$ cat src/rtl/vcc_pkg.sv
package vcc_pkg;

  localparam int ANGLE_BITS    = 16;
  localparam int CORDIC_STAGES = 16;
  localparam int ATAN_ENTRIES  = 24;

  localparam logic signed [32:0] CORDIC_GAIN = 33'sd652032875;
  localparam logic [30:0] SIDE_MAX  = '1;
  localparam logic [14:0] FOV_RESET = 15'd16384;
  localparam logic [22:0] FAR_RESET = 23'd25600;

  localparam logic [7:0] REG_FOV = 8'd0;
  localparam logic [7:0] REG_FAR = 8'd1;

  localparam logic [31:0] ATAN [ATAN_ENTRIES] = '{
    32'h20000000, 32'h12E4051D, 32'h09FB385B, 32'h051111D4, 32'h028B0D43, 32'h0145D7E1,
    32'h00A2F61E, 32'h00517C55, 32'h0028BE53, 32'h00145F2E, 32'h000A2F98, 32'h000517CC,
    32'h00028BE6, 32'h000145F3, 32'h0000A2F9, 32'h0000517C, 32'h000028BE, 32'h0000145F,
    32'h00000A2F, 32'h00000517, 32'h0000028B, 32'h00000145, 32'h000000A2, 32'h00000051
  };

  typedef struct packed {
    logic signed [32:0] x;
    logic signed [32:0] y;
    logic signed [32:0] z;
    logic               neg;
  } cordic_t;

  typedef struct packed {
    logic busy;
    logic sat;
  } side_status_t;

  function automatic cordic_t cordic_init(input logic [31:0] phase, input logic [31:0] qmask);
    logic [31:0] r;
    logic [31:0] d;
    cordic_t c;
    r = phase & qmask;
    d = r - 32'h40000000;
    c.neg = ~d[31];
    if (c.neg) begin
      r = r + 32'h80000000;
    end
    c.x = CORDIC_GAIN;
    c.y = '0;
    c.z = $signed({r[31], r});
    return c;
  endfunction

  function automatic cordic_t cordic_step(input cordic_t a, input logic [4:0] i);
    cordic_t r;
    logic signed [32:0] sx;
    logic signed [32:0] sy;
    logic signed [32:0] at;
    sx = a.x >>> i;
    sy = a.y >>> i;
    at = $signed({1'b0, ATAN[i]});
    r.neg = a.neg;
    if (a.z >= 0) begin
      r.x = a.x - sy;
      r.y = a.y + sx;
      r.z = a.z - at;
    end else begin
      r.x = a.x + sy;
      r.y = a.y - sx;
      r.z = a.z + at;
    end
    return r;
  endfunction

  function automatic logic signed [36:0] round_q30(input logic signed [66:0] p);
    logic signed [66:0] t;
    if (p >= 0) begin
      t = (p + 67'sd536870912) >>> 30;
    end else begin
      t = -((-p + 67'sd536870912) >>> 30);
    end
    return t[36:0];
  endfunction

  // bit 24 is the clip flag
  function automatic logic [24:0] clamp24(input logic signed [37:0] v);
    logic [24:0] r;
    if (v > 38'sd8388607) begin
      r = {1'b1, 24'h7FFFFF};
    end else if (v < -38'sd8388608) begin
      r = {1'b1, 24'h800000};
    end else begin
      r = {1'b0, v[23:0]};
    end
    return r;
  endfunction

endpackage

$ cat src/rtl/vcc_side_unit.sv
module vcc_side_unit #(
  parameter int ANGLE_BITS    = vcc_pkg::ANGLE_BITS,
  parameter int CORDIC_STAGES = vcc_pkg::CORDIC_STAGES
) (
  input  logic                  clk,
  input  logic                  rst,
  input  logic                  cfg_valid,
  output logic                  cfg_ready,
  input  logic [7:0]            cfg_index,
  input  logic [22:0]           cfg_data,
  output logic [22:0]           far,
  output logic [14:0]           fov,
  output logic [30:0]           side_len,
  output vcc_pkg::side_status_t status
);

  localparam logic [31:0] QMASK = ~(32'hFFFFFFFF >> ANGLE_BITS);
  localparam logic [5:0]  ROT_LAST = 6'(CORDIC_STAGES - 1);
  localparam logic [5:0]  DIV_FIRST = 6'd52;

  typedef enum logic [2:0] {
    ST_IDLE, ST_LOAD, ST_ROT, ST_CHECK, ST_DIV, ST_DONE
  } state_t;

  state_t           state;
  vcc_pkg::cordic_t rot;
  logic [5:0]       cnt;
  logic [31:0]      rem;
  logic [52:0]      dvd;
  logic [52:0]      quo;
  logic             sat;

  logic [32:0] r2;
  logic        ge;
  logic [32:0] diff;

  assign r2   = {rem, dvd[52]};
  assign ge   = r2 >= rot.x[32:0];
  assign diff = r2 - rot.x[32:0];

  assign cfg_ready   = 1'b1;
  assign status.busy = (state != ST_IDLE);
  assign status.sat  = sat;

  always_ff @(posedge clk) begin
    if (rst) begin
      state <= ST_LOAD;
      fov   <= vcc_pkg::FOV_RESET;
      far   <= vcc_pkg::FAR_RESET;
      sat   <= 1'b0;
    end else if (cfg_valid) begin
      case (cfg_index)
        vcc_pkg::REG_FOV: fov <= cfg_data[14:0];
        vcc_pkg::REG_FAR: far <= cfg_data;
        default: ;
      endcase
      state <= ST_LOAD;
    end else begin
      case (state)
        ST_LOAD: begin
          rot   <= vcc_pkg::cordic_init({2'b00, fov, 15'b0}, QMASK);
          cnt   <= '0;
          state <= ST_ROT;
        end
        ST_ROT: begin
          rot <= vcc_pkg::cordic_step(rot, cnt[4:0]);
          cnt <= cnt + 6'd1;
          if (cnt == ROT_LAST) begin
            state <= ST_CHECK;
          end
        end
        ST_CHECK: begin
          if (rot.x <= 0) begin
            side_len <= vcc_pkg::SIDE_MAX;
            sat      <= 1'b1;
            state    <= ST_IDLE;
          end else begin
            rem   <= '0;
            dvd   <= {far, 30'b0};
            quo   <= '0;
            cnt   <= DIV_FIRST;
            state <= ST_DIV;
          end
        end
        ST_DIV: begin
          rem <= ge ? diff[31:0] : r2[31:0];
          quo <= {quo[51:0], ge};
          dvd <= {dvd[51:0], 1'b0};
          cnt <= cnt - 6'd1;
          if (cnt == 6'd0) begin
            state <= ST_DONE;
          end
        end
        ST_DONE: begin
          if (|quo[52:31]) begin
            side_len <= vcc_pkg::SIDE_MAX;
            sat      <= 1'b1;
          end else begin
            side_len <= quo[30:0];
            sat      <= 1'b0;
          end
          state <= ST_IDLE;
        end
        default: state <= ST_IDLE;
      endcase
    end
  end

endmodule

$ cat config.mk
export PLATFORM = sky130hd
export DESIGN_NAME = vcc_side_unit
export DESIGN_NICKNAME = d
export VERILOG_FILES = /design/src/rtl/vcc_pkg.sv /design/src/rtl/vcc_side_unit.sv
export SDC_FILE = /design/constraint.sdc
export NUM_CORES = 1
export LEC_CHECK = 0
export ABC_AREA = 0
export BUFFER_PORTS_ARGS = -buffer_cell sky130_fd_sc_hd__buf_2
export CAP_MARGIN = 20
export CORE_UTILIZATION = 35
export CTS_CLUSTER_SIZE = 25
export DETAILED_ROUTE_END_ITERATION = 8
export HOLD_SLACK_MARGIN = 0.05
export RECOVER_POWER = 100
export REMOVE_ABC_BUFFERS = 1
export SETUP_SLACK_MARGIN = 0.5
export SYNTH_ARGS = -nofsm -noshare
export SYNTH_HDL_FRONTEND = slang
export SYNTH_SLANG_ARGS = --single-unit
$ cat constraint.sdc
create_clock -name clk -period 14.5 [get_ports clk]
set_input_delay 0.725 -clock clk [delete_from_list [all_inputs] [get_ports clk]]
set_output_delay 0.725 -clock clk [all_outputs]
set_load 0.01 [all_outputs]
Word level (Yosys, flattened, before mapping)
Memory sizes are Yosys's and may differ from the RTL's.
Cells that the tools add are included.

operators by class
  reductions and logical operators = 17
  $mul = 0
  eq/ne operators = 11
  div/mod/pow operators = 0
  bitwise logic cells = 4
  $lt $le $gt $ge = 4
  $add $sub $neg = 11
  shift-type cells = 2
  mux-type cells = 24

operators by type and width
  kind                      number
  $pmux W53 S2              2
  $pmux W100 S2             1
  $mux W32                  5
  $mux W53                  2
  $add A33 B33 Y33          3
  $mux W99                  1
  $sub A33 B33 Y33          3
  $sshr A33 B5 Y33          2
  $pmux W32 S2              1
  $mux W31                  2
  $pmux W31 S2              1
  $ge A33 B1 Y1 const B     1
  $ge A33 B33 Y1            1
  $le A33 B1 Y1 const B     1
  $add A30 B32 Y32 const B  1
  $sub A30 B31 Y32 const B  1
  $sub A32 B32 Y32          1
  $pmux W6 S4               1
  $reduce_or A22 Y1         1
  $pmux W3 S4               1
  $reduce_and A4 Y1         3
  $mux W3                   3
  $eq A8 B1 Y1 const B      1
  $logic_not A8 Y1          1
  other kinds (20)          33

word-level totals
  bits in registers = 316
  memory bits (writable) = 0
  latch bits = 0
  memories kept = 1
  output and inout port bits = 72
  bits in read-only memories = 1,024
  bits of input ports = 34

memories
  name              depth  width  rd ports  clocked after Yosys merged registers in  write ports  RTL line       text
  (name not given)  32     32     1         0                                        0            vcc_pkg.sv:57  at = $signed({1'b0, ATAN[i]});

Depth between registers and ports, before layout
  depth after elaboration = 7
  depth in mapped cells = 28
  depth with buffers taken out = 24

Least setup slack after synthesis
No wires, ideal clock.

  path type = input-to-reg
  start point = in rst
  end point = reg rot[10] (netlist bit) (enable)
  cell stages on the path = 3
  data required time = 13.689 ns
  path buffers = 2
  data arrival time = 10.471 ns
  library setup time = 0.811 ns
  path slack = 3.218 ns
  cell sequence = clkbuf_1 clkbuf_1 nor4_1

on the way
  cells in the longest elaborated chain, start to end = 2

RTL lines
  item                         RTL line             text
  from (decl)                  vcc_side_unit.sv:6   input logic rst,
  $not A1 Y1 (no line)         -
  $reduce_and A3 Y1 (no line)  -
  to (signal assigned)         vcc_side_unit.sv:61  rot <= vcc_pkg::cordic_init({2'b00, fov, 15'b0}, QMASK);
  to (signal assigned)         vcc_side_unit.sv:66  rot <= vcc_pkg::cordic_step(rot, cnt[4:0]);
  to (decl)                    vcc_side_unit.sv:26  vcc_pkg::cordic_t rot;

No other way between the ends.
A chain may end at the register's enable or synchronous reset.

Worst setup path after layout
  start point = reg cnt[0]
  end point = reg rot[98] (netlist bit) (data pin)

on the way
  cells in the longest elaborated chain, start to end = 4

RTL lines
  item                                                  RTL line                      text
  from (decl)                                           vcc_side_unit.sv:27           logic [5:0] cnt;
  from (signal assigned)                                vcc_side_unit.sv:67           cnt <= cnt + 6'd1;
  from (signal assigned)                                vcc_side_unit.sv:89           cnt <= cnt - 6'd1;
  $sshr A33 B5 Y33 *                                    vcc_pkg.sv:56                 sy = a.y >>> i;
  $add A33 B33 Y33 or $sub A33 B33 Y33 (tied branches)  vcc_pkg.sv:64, vcc_pkg.sv:60
  $mux W99 *                                            vcc_pkg.sv:59                 if (a.z >= 0) begin
  $pmux W100 S2 *                                       vcc_side_unit.sv:59           case (state)

Mark *: on every way between the ends. The rest lies on a longest branch, timed or not. The select of a mux whose other input is x is not followed.

==> flow_summary.html <==
<table>
<tr><th>Metric</th><th>Value</th></tr>
<tr><th colspan="2">Yosys</th></tr>
<tr><td>Synth area leader</td><td>edfxtp_1</td></tr>
<tr><td>Complex-gate fraction of the synthesized area</td><td>16.3%</td></tr>
<tr><td>Cell variety after synth</td><td>95</td></tr>
<tr><td>XOR/XNOR share of the synthesized area</td><td>6.65%</td></tr>
<tr><td>Synthesized instance count</td><td>~2700</td></tr>
<tr><td>Most instantiated cells after synthesis</td><td>nand2_1 (284), nor2_1 (247), edfxtp_1 (244), a21oi_1 (164), o21ai_0 (157)</td></tr>
<tr><td>Synthesized area divided by synthesized cell count</td><td>between 9 and 10 sq um</td></tr>
<tr><td>Cell with the most instances after synthesis</td><td>nand2_1</td></tr>
<tr><td>Ys flop type</td><td>edfxtp_1</td></tr>
<tr><td>Post-synthesis instance area</td><td>~0.025 sq mm</td></tr>
<tr><td>Combinational family with the most area after synthesis</td><td>simple AND/OR/NAND/NOR gates</td></tr>
<tr><td>Multiplexer fraction of the synthesized cell area</td><td>between 10% and 20%</td></tr>
<tr><td>Post-synthesis simple-gate area fraction</td><td>~18%</td></tr>
<tr><td>Adder and majority cell fraction of the synthesized area</td><td>under 10%</td></tr>
<tr><td>Number of enable flip-flop cells after synthesis</td><td>244</td></tr>
<tr><td>Area fraction of the dominant cell type after synthesis</td><td>between 20 and 30%</td></tr>
<tr><td>Number of storage elements in the synthesis netlist</td><td>about 290</td></tr>
<tr><td>Yosys warns</td><td>0</td></tr>
<tr><td>Sequential element share of the synthesized area</td><td>between 30 and 40%</td></tr>
<tr><td>Synth area leaders</td><td>edfxtp_1 (29%), ha_1 (7.1%), mux4_2 (6.5%)</td></tr>
<tr><td>Ys async rst share</td><td>0%</td></tr>
<tr><th colspan="2">Clocking</th></tr>
<tr><td>Inserted Clock Buffers</td><td>35</td></tr>
<tr><td>Clock insertion delay at the later pin of the skew report</td><td>approximately 0.6 ns</td></tr>
<tr><td>Clock-pin slew of the registers on the worst-case setup and hold paths</td><td>around 0.070 ns</td></tr>
<tr><td>Number of post-CTS setup repair buffers</td><td>0</td></tr>
<tr><td>Max Root-Sink Buffers</td><td>3</td></tr>
<tr><td>Clk root buf</td><td>clkbuf_16</td></tr>
<tr><td>CTS tree</td><td>yes</td></tr>
<tr><td>Num Clock Sinks</td><td>roughly 290</td></tr>
<tr><td>Cells resized by post-CTS repair</td><td>0</td></tr>
<tr><td>H-tree lvl count</td><td>2</td></tr>
<tr><td>Count of hold-fix buffers inserted at cts</td><td>0</td></tr>
<tr><th colspan="2">Timing</th></tr>
<tr><td>Post-layout min period</td><td>between 9 and 10 ns</td></tr>
<tr><td>Final count of negative-setup-slack endpoints</td><td>0</td></tr>
<tr><td>Number of hold violations in the final report</td><td>0</td></tr>
<tr><td>Actual transition at the worst max-transition pin</td><td>3.85 ns</td></tr>
<tr><td>Part of the cycle the worst path needs</td><td>approximately 69%</td></tr>
<tr><td>Post-Route Skew</td><td>around 0.049 ns</td></tr>
<tr><td>Worst hold margin</td><td>roughly 0.39 ns</td></tr>
<tr><td>Upper clock frequency limit</td><td>around 100 MHz</td></tr>
<tr><td>Final total negative setup slack</td><td>0 ns</td></tr>
<tr><td>Normalized max-slew margin</td><td>-156%</td></tr>
<tr><td>Total count of max-transition violations in the final report</td><td>between 500 and 600</td></tr>
<tr><td>RSZ-0062 raised after global routing</td><td>false</td></tr>
<tr><th colspan="2">Route</th></tr>
<tr><td>DRC errors left</td><td>0</td></tr>
<tr><td>Via total after detailed routing</td><td>between 20000 and 25000</td></tr>
<tr><td>Initial DRT Pass Iterations</td><td>7</td></tr>
<tr><td>Average vias per placed instance</td><td>a little under 6</td></tr>
<tr><td>1st-iter DRT viols</td><td>between 2000 and 2500</td></tr>
<tr><td>Avg WL per Cell</td><td>a little over 20 microns</td></tr>
<tr><td>Final routed wirelength across all metal layers</td><td>around 76 mm</td></tr>
<tr><td>Residual antenna-violating net count after detailed routing</td><td>0</td></tr>
<tr><th colspan="2">Floorplan</th></tr>
<tr><td>Effective utilization at floorplan</td><td>between 30 and 40%</td></tr>
<tr><td>Ports placed on the boundary</td><td>between 100 and 150</td></tr>
<tr><td>Floorplan Core Area</td><td>just over 0.07 sq mm</td></tr>
<tr><td>Floorplan die width</td><td>roughly 270 microns</td></tr>
<tr><td>Standard-cell row count</td><td>97</td></tr>
<tr><td>Y dimension of the die</td><td>~270 microns</td></tr>
<tr><td>Die outline area</td><td>0.0730 sq mm</td></tr>
<tr><th colspan="2">Min path</th></tr>
<tr><td>Instance count along the most critical hold path</td><td>3</td></tr>
<tr><td>End of the worst hold path</td><td>far[21]</td></tr>
<tr><td>Origin of the worst min-delay path</td><td>cfg_data[21]</td></tr>
<tr><td>Class of the tightest hold or removal check</td><td>primary input to flop</td></tr>
<tr><th colspan="2">Worst setup path</th></tr>
<tr><td>Peak fanout along the critical path</td><td>a little under 60</td></tr>
<tr><td>Worst setup SP type</td><td>flop</td></tr>
<tr><td>Critical path required time</td><td>about 15 ns</td></tr>
<tr><td>CP Data Arrival Time</td><td>10.32 ns</td></tr>
<tr><td>CP peak stage delay</td><td>approximately 2.7 ns</td></tr>
<tr><td>Reg-to-reg endpoint</td><td>rot[98]</td></tr>
<tr><td>Launching point of the worst reg2reg path</td><td>cnt[0]</td></tr>
<tr><td>Register-to-register setup slack</td><td>between 4 and 5 ns</td></tr>
<tr><td>List of cells traversed by the critical path</td><td>clkbuf_1 -&gt; mux4_1 -&gt; mux4_2 -&gt; mux2i_1 -&gt; o211ai_2 -&gt; nor3_1 -&gt; nand3_2 -&gt; or4_1 -&gt; or4_1 -&gt; nand2_1 -&gt; xor2_1 -&gt; ha_1 -&gt; nand4_1 -&gt; nor2_1 -&gt; or4b_2 -&gt; a21oi_1 -&gt; o311ai_0 -&gt; a21oi_1 -&gt; o31a_1 -&gt; o21ai_0 -&gt; nor4_1 -&gt; a211o_1</td></tr>
<tr><td>Element type at the critical path end</td><td>flop</td></tr>
<tr><td>Critical path type</td><td>flop to flop</td></tr>
<tr><td>Number of cell instances on the worst register-to-register path</td><td>22</td></tr>
<tr><td>CP max-delay cell</td><td>clkbuf_1</td></tr>
<tr><th colspan="2">Job</th></tr>
<tr><td>Number of maximum-capacitance constraint violations</td><td>13</td></tr>
<tr><th colspan="2">Power and ir drop</th></tr>
<tr><td>Power Density</td><td>89.1 mW/mm^2</td></tr>
<tr><td>Pleak</td><td>about 11 nW</td></tr>
<tr><td>Peak supply drop</td><td>between 0.00009 and 0.0001 V</td></tr>
<tr><th colspan="2">Layout</th></tr>
<tr><td>Fraction of final layout cells sized beyond drive strength 1</td><td>just under 10%</td></tr>
<tr><td>Non-Filler Instances</td><td>3676</td></tr>
<tr><td>Fin nets</td><td>2891</td></tr>
<tr><td># fillers</td><td>approximately 7200</td></tr>
<tr><td>Antenna Cells</td><td>0</td></tr>
<tr><td>Area Growth Syn to Fin</td><td>8.22%</td></tr>
<tr><td>End-of-flow core utilization</td><td>about two fifths</td></tr>
<tr><th colspan="2">Global route</th></tr>
<tr><td>Global-route wire length before repair</td><td>around 120 mm</td></tr>
<tr><td>Maximum number of pins on one net before global-route repair</td><td>roughly 130</td></tr>
<tr><td>GRT Util Overall</td><td>between 20% and 30%</td></tr>
<tr><td>Via count of the first global-routing pass</td><td>between 20000 and 25000</td></tr>
<tr><td>Initial antenna violation count</td><td>1</td></tr>
<tr><td>Global-route congestion overflow total</td><td>0</td></tr>
<tr><th colspan="2">Place</th></tr>
<tr><td>HPWL reported at the end of detailed placement</td><td>about 53 mm</td></tr>
<tr><td>Buffers on Ports</td><td>104</td></tr>
<tr><td>Placer congestion estimate</td><td>0.975</td></tr>
<tr><td># placed instances</td><td>between 3000 and 4000</td></tr>
<tr><th colspan="2">Run status</th></tr>
<tr><td>Violations in the final reports</td><td>max-capacitance violations, max-slew violations</td></tr>
<tr><td>Result of the run</td><td>finished with violations</td></tr>
</table>
## worst max-delay path, delay by kind of cell (launching register included)
kind | cells | cell delay, ns
fa+ha+maj | 1 | 0.34
flops | 1 | 0.54
compound gates | 7 | 1.95
xor+xnor | 1 | 0.17
mux | 3 | 1.63
simple gates | 9 | 2.35
buf+inv | 1 | 2.72
## cell type report
class	instances	area (sq um)	share of cell area (%)
clock buffer	54	1030	3.78
clock inverter	10	110	0.404
inverter	89	334	1.23
multi-input combinational	2163	15800	58.0
sequential	286	8170	30.0
tap	940	1180	4.32
timing repair buffer	134	619	2.27
## layer usage
metal,GRT usage (%),routed length [microns]
met1,28.3,34100
met2,32.1,34400
met5,0,0
met4,5.90,2130
met3,3.40,5430
## registers in the layout (all words and copies together) (netlist names)
signal    count
side_len     31
far          23
rot          99
fov          15
quo          53
dvd          23
rem          32
sat           1
cnt           6
state         3
## metrics by stage
step	setup slack, ns	area [sq um]	total power [mW]
3_5_place_dp	7.05	26300	1.54
6_report	4.54	27200	2.43
5_1_grt	3.82	27200	2.54
4_1_cts	7.01	27500	2.44
3_3_place_gp	7.12	26300	1.54
2_1_floorplan	3.33	24300	1.40
## where the power goes
group          internal [mW]  total, mW  switching [mW]
Clock                  0.514      0.892           0.378
Combinational          0.250      0.605           0.355
Sequential             0.904      0.929          0.0256
Total                   1.67       2.43           0.759
## cells in the final DEF (no fill, tap or decap), types with 16 or more instances in the layout
master,n
nand2_1,284
nor2_1,247
edfxtp_1,244
a21oi_1,164
o21ai_0,157
ha_1,143
mux2i_1,108
xnor2_1,102
clkbuf_1,98
xor2_1,89
inv_1,87
mux4_2,73
and3_1,73
a21o_1,64
mux2_2,58
or3_1,48
nor3_1,47
nand2b_1,44
dfxtp_1,42
nand3_1,38
clkbuf_16,37
buf_2,32
nor4_1,28
nor2b_1,26
a31oi_1,23
o22ai_1,22
o21bai_1,22
a211oi_1,21
o21a_1,21
nand4_1,20
and2_1,17
buf_4,16
## how the worst max path moves through the flow
stage | from | end | slack (ns) | cells after the start
after global routing | cnt[0] | rot[98] | 3.82 | 22
after floorplan | cfg_valid | rot[10] | 3.33 | 1
after global placement | cnt[0] | rot[65] | 7.12 | 21
after detailed placement | cnt[0] | rot[63] | 7.05 | 21
after CTS | cnt[0] | rot[63] | 7.01 | 21
final | cnt[0] | rot[98] | 4.54 | 22
## kinds of logic after synthesis
kind of cell	count (synthesis)
AND/OR/NAND/NOR	933
AO/OA/AOI/OAI	639
flip-flops	286
multiplexers	251
buffers and inverters	249
XOR/XNOR	191
adder cells (fa/ha/maj)	148
other	1
Note: power is estimated with default switching activity, not from simulation.
